**config.mk**
```make
export PLATFORM = sky130hd
export DESIGN_NAME = ignition_key_debounce_detector
export DESIGN_NICKNAME = d
export VERILOG_FILES = /design/src/hw/rtl/ikd_pkg.sv /design/src/hw/rtl/ikd_core.sv /design/src/hw/rtl/ignition_key_debounce_detector.sv
export VERILOG_INCLUDE_DIRS = /design/src /design/src/hw/rtl
export SDC_FILE = /design/constraint.sdc
export NUM_CORES = 1
export LEC_CHECK = 0
export ABC_AREA = 1
export ABC_CLOCK_PERIOD_IN_PS = 3940
export BUFFER_PORTS_ARGS = -buffer_cell sky130_fd_sc_hd__buf_4
export CORE_MARGIN = 3
export CORE_UTILIZATION = 61
export DETAILED_ROUTE_END_ITERATION = 12
export GPL_TIMING_DRIVEN = 1
export PLACE_DENSITY = 0.8
export SYNTH_ARGS = -nofsm -noshare
export SYNTH_HDL_FRONTEND = slang
export SYNTH_SLANG_ARGS = --single-unit
```
**constraint.sdc**
```tcl
create_clock -name clk -period 3.94 [get_ports clk]
set_input_delay 0.591 -clock clk [delete_from_list [all_inputs] [get_ports clk]]
set_output_delay 0.591 -clock clk [all_outputs]
set_load 0.01 [all_outputs]
```
**src/hw/rtl/ignition_key_debounce_detector_macros.svh**
```systemverilog
// assertion helpers used by ignition_key_debounce_detector.sv
`ifndef IGNITION_KEY_DEBOUNCE_DETECTOR_MACROS_SVH
`define IGNITION_KEY_DEBOUNCE_DETECTOR_MACROS_SVH

// same-cycle implication
`define IKD_ASSERT_NOW(label, ante, cons, msg) \
    label: assert property (@(posedge clk) disable iff (!rst_n) (ante) |-> (cons)) \
        else $error(msg);

// next-cycle implication
`define IKD_ASSERT_NEXT(label, ante, cons, msg) \
    label: assert property (@(posedge clk) disable iff (!rst_n) (ante) |=> (cons)) \
        else $error(msg);

`endif

```
**src/hw/rtl/ikd_pkg.sv**
```systemverilog
`default_nettype none

package ikd_pkg;

    localparam int EVENT_DEPTH = 4;
    localparam int EVT_IDX_W   = (EVENT_DEPTH > 1) ? $clog2(EVENT_DEPTH) : 1;

    localparam int CFG_DATA_W = 8;
    localparam int CFG_IDX_W  = 1;

    localparam logic [CFG_IDX_W-1:0] CFG_FILTER_TIME = 1'd0;
    localparam logic [CFG_IDX_W-1:0] CFG_SCAN_PERIOD = 1'd1;

    localparam logic [7:0] FILTER_TIME_RESET = 8'd5;
    localparam logic [7:0] SCAN_PERIOD_RESET = 8'd10;

    typedef logic [EVT_IDX_W-1:0] evt_idx_t;

    typedef enum logic [1:0] {
        EVT_NONE    = 2'd0,
        EVT_VALID   = 2'd1,
        EVT_INVALID = 2'd2
    } evt_t;

    typedef struct packed {
        logic key_on;
        logic arm_rising;
        logic state_changed;
        logic irq_pending;
    } ikd_result_t;

    function automatic evt_idx_t evt_next(input evt_idx_t idx);
        evt_idx_t res;
        if (idx == evt_idx_t'(EVENT_DEPTH - 1))
        begin
            res = '0;
        end
        else
        begin
            res = idx + evt_idx_t'(1);
        end
        return res;
    endfunction

endpackage

`default_nettype wire

```
**src/hw/rtl/ikd_core.sv**
```systemverilog
`default_nettype none

module ikd_core
    import ikd_pkg::*;
(
    input  wire logic                  clk,
    input  wire logic                  rst_n,
    input  wire logic                  cfg_we,
    input  wire logic [CFG_IDX_W-1:0]  cfg_index,
    input  wire logic [CFG_DATA_W-1:0] cfg_data,
    input  wire logic                  step,
    input  wire logic                  pin_level,
    input  wire logic                  edge_irq,
    output ikd_result_t                result
);

    logic [7:0] filter_time_reg;
    logic [7:0] scan_period_reg;

    logic       key_state_reg,      key_state_next;
    logic       irq_flag_reg,       irq_flag_next;
    logic [7:0] prescale_count_reg, prescale_count_next;
    logic [7:0] on_count_reg,       on_count_next;
    logic [7:0] off_count_reg,      off_count_next;
    logic       token_free_reg,     token_free_next;
    evt_t       event_store_reg  [EVENT_DEPTH];
    evt_t       event_store_next [EVENT_DEPTH];
    evt_idx_t   write_index_reg,    write_index_next;
    evt_idx_t   read_index_reg,     read_index_next;

    logic       changed;
    evt_t       code;

    always_ff @(posedge clk or negedge rst_n)
    begin
        if (!rst_n)
        begin
            filter_time_reg <= FILTER_TIME_RESET;
            scan_period_reg <= SCAN_PERIOD_RESET;
        end
        else if (cfg_we)
        begin
            case (cfg_index)
                CFG_FILTER_TIME: filter_time_reg <= cfg_data;
                CFG_SCAN_PERIOD: scan_period_reg <= cfg_data;
                default: ;
            endcase
        end
    end

    // order within a tick: latch flag, prescale and scan, then consume
    always_comb
    begin
        key_state_next      = key_state_reg;
        irq_flag_next       = irq_flag_reg | edge_irq;
        prescale_count_next = prescale_count_reg;
        on_count_next       = on_count_reg;
        off_count_next      = off_count_reg;
        token_free_next     = token_free_reg;
        event_store_next    = event_store_reg;
        write_index_next    = write_index_reg;
        read_index_next     = read_index_reg;
        changed             = 1'b0;
        code                = EVT_NONE;

        if (irq_flag_next)
        begin
            prescale_count_next = prescale_count_reg + 8'd1;
            if (prescale_count_next >= scan_period_reg)
            begin
                prescale_count_next = '0;
                if (!pin_level)
                begin
                    off_count_next = '0;
                    if (on_count_reg < filter_time_reg)
                    begin
                        on_count_next = on_count_reg + 8'd1;
                    end
                    else if (token_free_reg)
                    begin
                        token_free_next = 1'b0;
                        event_store_next[write_index_reg] = EVT_VALID;
                        write_index_next = evt_next(write_index_reg);
                    end
                end
                else
                begin
                    on_count_next = '0;
                    if (off_count_reg < filter_time_reg)
                    begin
                        off_count_next = off_count_reg + 8'd1;
                    end
                    else if (token_free_reg)
                    begin
                        token_free_next = 1'b0;
                        event_store_next[write_index_reg] = EVT_INVALID;
                        write_index_next = evt_next(write_index_reg);
                    end
                end
            end
        end

        // a beat pushed this tick is visible to the consume step
        if (irq_flag_next && (read_index_reg != write_index_next))
        begin
            code = event_store_next[read_index_reg];
            event_store_next[read_index_reg] = EVT_NONE;
            read_index_next = evt_next(read_index_reg);
            if (!key_state_reg && (code == EVT_VALID))
            begin
                key_state_next = 1'b1;
                changed        = 1'b1;
            end
            else if (key_state_reg && (code == EVT_INVALID))
            begin
                key_state_next = 1'b0;
                changed        = 1'b1;
            end
            token_free_next = 1'b1;
            irq_flag_next   = 1'b0;
        end
    end

    always_ff @(posedge clk or negedge rst_n)
    begin
        if (!rst_n)
        begin
            key_state_reg      <= 1'b0;
            irq_flag_reg       <= 1'b0;
            prescale_count_reg <= '0;
            on_count_reg       <= '0;
            off_count_reg      <= '0;
            token_free_reg     <= 1'b1;
            for (int i = 0; i < EVENT_DEPTH; i++)
            begin
                event_store_reg[i] <= EVT_NONE;
            end
            write_index_reg    <= '0;
            read_index_reg     <= '0;
        end
        else if (step)
        begin
            key_state_reg      <= key_state_next;
            irq_flag_reg       <= irq_flag_next;
            prescale_count_reg <= prescale_count_next;
            on_count_reg       <= on_count_next;
            off_count_reg      <= off_count_next;
            token_free_reg     <= token_free_next;
            event_store_reg    <= event_store_next;
            write_index_reg    <= write_index_next;
            read_index_reg     <= read_index_next;
        end
    end

    assign result.key_on        = key_state_next;
    assign result.arm_rising    = key_state_next;
    assign result.state_changed = changed;
    assign result.irq_pending   = irq_flag_next;

endmodule

`default_nettype wire

```
**src/hw/rtl/ignition_key_debounce_detector.sv**
```systemverilog
`default_nettype none

// Ignition key debounce filter. Each input beat is one timer tick carrying the raw
// active-low key pin and the edge-interrupt flag; each tick yields exactly one result
// beat with the debounced key state, the edge to arm next, a toggle strobe and whether
// the interrupt flag is still pending. One tick is taken per cycle while in_ready is
// high: the whole state update (prescaler, saturating on/off counters, four-entry
// event ring and key state) is combinational; the result appears in an output register
// in the cycle after the tick is accepted. in_ready stays high while that register is
// empty or is being drained in the same cycle. Write filter_time and scan_period
// through the cfg port only while no tick is in flight; the block does not enforce it.

`include "ignition_key_debounce_detector_macros.svh"

module ignition_key_debounce_detector
    import ikd_pkg::*;
(
    input  wire logic                  clk,
    input  wire logic                  rst_n,
    input  wire logic                  cfg_we,
    input  wire logic [CFG_IDX_W-1:0]  cfg_index,
    input  wire logic [CFG_DATA_W-1:0] cfg_data,
    input  wire logic                  in_valid,
    output logic                       in_ready,
    input  wire logic                  pin_level,
    input  wire logic                  edge_irq,
    output logic                       out_valid,
    input  wire logic                  out_ready,
    output logic                       key_on,
    output logic                       arm_rising,
    output logic                       state_changed,
    output logic                       irq_pending
);

    logic        out_valid_reg;
    ikd_result_t res_reg;
    ikd_result_t res_next;
    logic        step;

    assign in_ready = !out_valid_reg || out_ready;
    assign step     = in_valid && in_ready;

    ikd_core u_core (
        .clk       (clk),
        .rst_n     (rst_n),
        .cfg_we    (cfg_we),
        .cfg_index (cfg_index),
        .cfg_data  (cfg_data),
        .step      (step),
        .pin_level (pin_level),
        .edge_irq  (edge_irq),
        .result    (res_next)
    );

    always_ff @(posedge clk or negedge rst_n)
    begin
        if (!rst_n)
        begin
            out_valid_reg <= 1'b0;
        end
        else if (in_ready)
        begin
            out_valid_reg <= in_valid;
        end
    end

    // result payload, loaded with each accepted beat
    always_ff @(posedge clk)
    begin
        if (step)
        begin
            res_reg <= res_next;
        end
    end

    assign out_valid     = out_valid_reg;
    assign key_on        = res_reg.key_on;
    assign arm_rising    = res_reg.arm_rising;
    assign state_changed = res_reg.state_changed;
    assign irq_pending   = res_reg.irq_pending;

    `IKD_ASSERT_NOW(a_ready_when_empty, !out_valid_reg, in_ready,
        "input stalled while result register empty")

    `IKD_ASSERT_NEXT(a_result_follows_tick, step, out_valid_reg,
        "accepted tick produced no result")

    `IKD_ASSERT_NOW(a_toggle_clears_flag, out_valid_reg && res_reg.state_changed,
        !res_reg.irq_pending, "key toggled but interrupt flag still set")

endmodule

`default_nettype wire
```
==> out/metrics.yaml <==
status: "finished, final reports clean"
route.detailed.drc: 0
hold_buffers: 0
fmax_ghz: 0.313
ys_ff_latch: 59
worst_pin_slew_ps: 690
worst_ir_drop_vdd_mv: 0.426
yosysTopAreaCell: "dfrtp_1"
drive_above_1_share_pct: 14.0
yosys_warnings: 0
startpoint_type: "flop"
synth_top_area_share_pct: 34.4
post_cts.repair.setup_buffers: 0
p_total_mw: 2.70
r2r_setup_slack_ps: 750
wl_um: 7900
synth_edf_count: 3
synthFlopType: "dfrtp_1"
syn_avg_cell_area_um2: 7.76
antenna_found_initial: 0
cts_inserted_buffers: 9
grt_max_degree: 57
crit_required_ps: 4150
ctsRootBufferMaster: "clkbuf_8"
leakage_nw: 2.18
gp_congestion: 0.915
overflow: 0
fp-row-count: 27
drv_slew: 0
synthTopCellsByArea: "dfrtp_1 34%, nand2_1 12%, ha_1 11%"
layout_commonest_cell: "nand2_1"
areaGrowthSynthToFinish_pct: 12.0
power.density_nw_per_um2: 650
clkLatencyLatePin_ps: 340
track_usage_pct: 24.0
period_share_pct: 81.1
reg2reg_depth: 20
place_hpwl_um: 5880
firstDrtPassIters: 5
relSlewSlack_pct: 54.0
cap_violations: 0
synthesis.nets: 527
setup_tns_ps: 0
start_util_pct: 65.0
end_kind: "flop"
critPathArrivalTime_ps: 3400
worst_hold_slack_ps: 288
cts_sinks: 59
antenna_cells: 0
cts_tree: "built"
layout_common_cells: "121 x nand2_1, 71 x inv_1, 51 x dfrtp_1"
dieArea_um2: 7050
synth_cell_types: 38
rsz0062_at_grt: "false"
hp-class: "in2async"
hold_viol: 0
vias_per_cell: 5.44
async_flop_share_pct: 94.9
ios: 22
cts.repair.resized: 0
synthesis.instances: 478
worstPathMaxFanout: 10
clk_pin_slew_worst_paths_ps: 70
reg2reg_to: "u_core.event_store_reg[3]"
path_class: "reg2reg"
syn-cell-area_um2: 3710
seq_area_frac_synth_pct: 40.4
min_period_ps: 3190
die_width_um: 84.0
fin_cells: 580
cts_buffer_depth: 2
drt-initial-drc-count: 201
first_global_vias: 3022
vias: 3154
reg2reg_from: "u_core.prescale_count_reg[0]"
coreArea_um2: 5710
port_buffers: 21
die_h_um: 84.0
ant_nets: 0
ctsHtreeMaxLevel: 3
dp_cells: 564
clock_skew_ps: 8.73
grt_pass1_wl_um: 13500
detail_route.wl_per_cell_um: 13.6
setup_viol: 0
nets: 552
==> stage by stage <==
| step | utilization, % | setup slack, ps | area [um^2] |
|---|---|---|---|
| floorplan | - | 1170 | 3710 |
| global placement | 68.8 | 987 | 3930 |
| detailed placement | 68.8 | 871 | 3930 |
| CTS | 72.8 | 749 | 4150 |
| global route | 72.8 | 381 | 4150 |
| finish | 72.8 | 747 | 4150 |
==> worst max path at each step <==
| stage | start | to | slack (ps) | cells after the start |
|---|---|---|---|---|
| 4_1_cts | u_core.prescale_count_reg[0] | arm_rising | 750 | 18 |
| 6_report | u_core.prescale_count_reg[0] | u_core.event_store_reg[3] | 750 | 20 |
| 2_1_floorplan | u_core.prescale_count_reg[0] | arm_rising | 1170 | 18 |
| 5_1_grt | u_core.prescale_count_reg[0] | u_core.key_state_reg | 380 | 20 |
| 3_3_place_gp | u_core.prescale_count_reg[0] | arm_rising | 990 | 18 |
| 3_5_place_dp | u_core.prescale_count_reg[0] | arm_rising | 870 | 18 |
==> per-layer routing <==
layer | track usage (%) | share of wire, %
met1 | 32.5 | 47
met5 | 0 | 0
met2 | 36.9 | 46
met4 | 9.65 | 2.3
met3 | 5.92 | 4.5
==> synthesized netlist by cell type, types with 5 or more instances <==
library cell	count
nor3_1	6
dfstp_2	5
o21ai_1	7
dfrtp_1	51
nor2_2	5
ha_1	33
a21oi_1	19
nand2_1	121
inv_1	71
o21ai_0	34
nand2_2	10
nand3_1	27
nor2_1	26
nand4_1	14
==> cell families after synthesis <==
kind of cell	synth area share, %
AO/OA/AOI/OAI	10.2
AND/OR/NAND/NOR	27.8
XOR/XNOR	1.18
adder cells (fa/ha/maj)	11.1
buffers and inverters	9.04
flip-flops	40.4
multiplexers	0.270
==> critical path, stage by stage, from the launching register on <==
cell	delay, ps
dfrtp_1	420
nand3_1	150
nor3_1	260
nand2_1	130
xnor2_1	250
ha_1	290
a21o_1	190
nor2_2	110
nand3_2	160
nand2_4	160
inv_6	60
nand3_2	100
nand2_1	80
nand3_1	80
nand2_1	70
nand2_2	100
nand2_2	80
inv_2	100
nand2_1	90
nand4_1	80
o21ai_1	90
==> cell type report <==
type | instances | area, um^2
Fill cell | 440 | 1560
Multi-Input combinational cell | 333 | 1880
Timing Repair Buffer | 22 | 165
Tap cell | 72 | 90.1
Clock inverter | 4 | 72.6
Inverter | 78 | 298
Clock buffer | 12 | 155
Sequential cell | 59 | 1500
==> where the power goes <==
| group | internal [mW] | switching, mW |
|---|---|---|
| Sequential | 0.796 | 0.172 |
| Combinational | 0.401 | 0.696 |
| Clock | 0.390 | 0.247 |
Power figures use the tool's default switching activity.
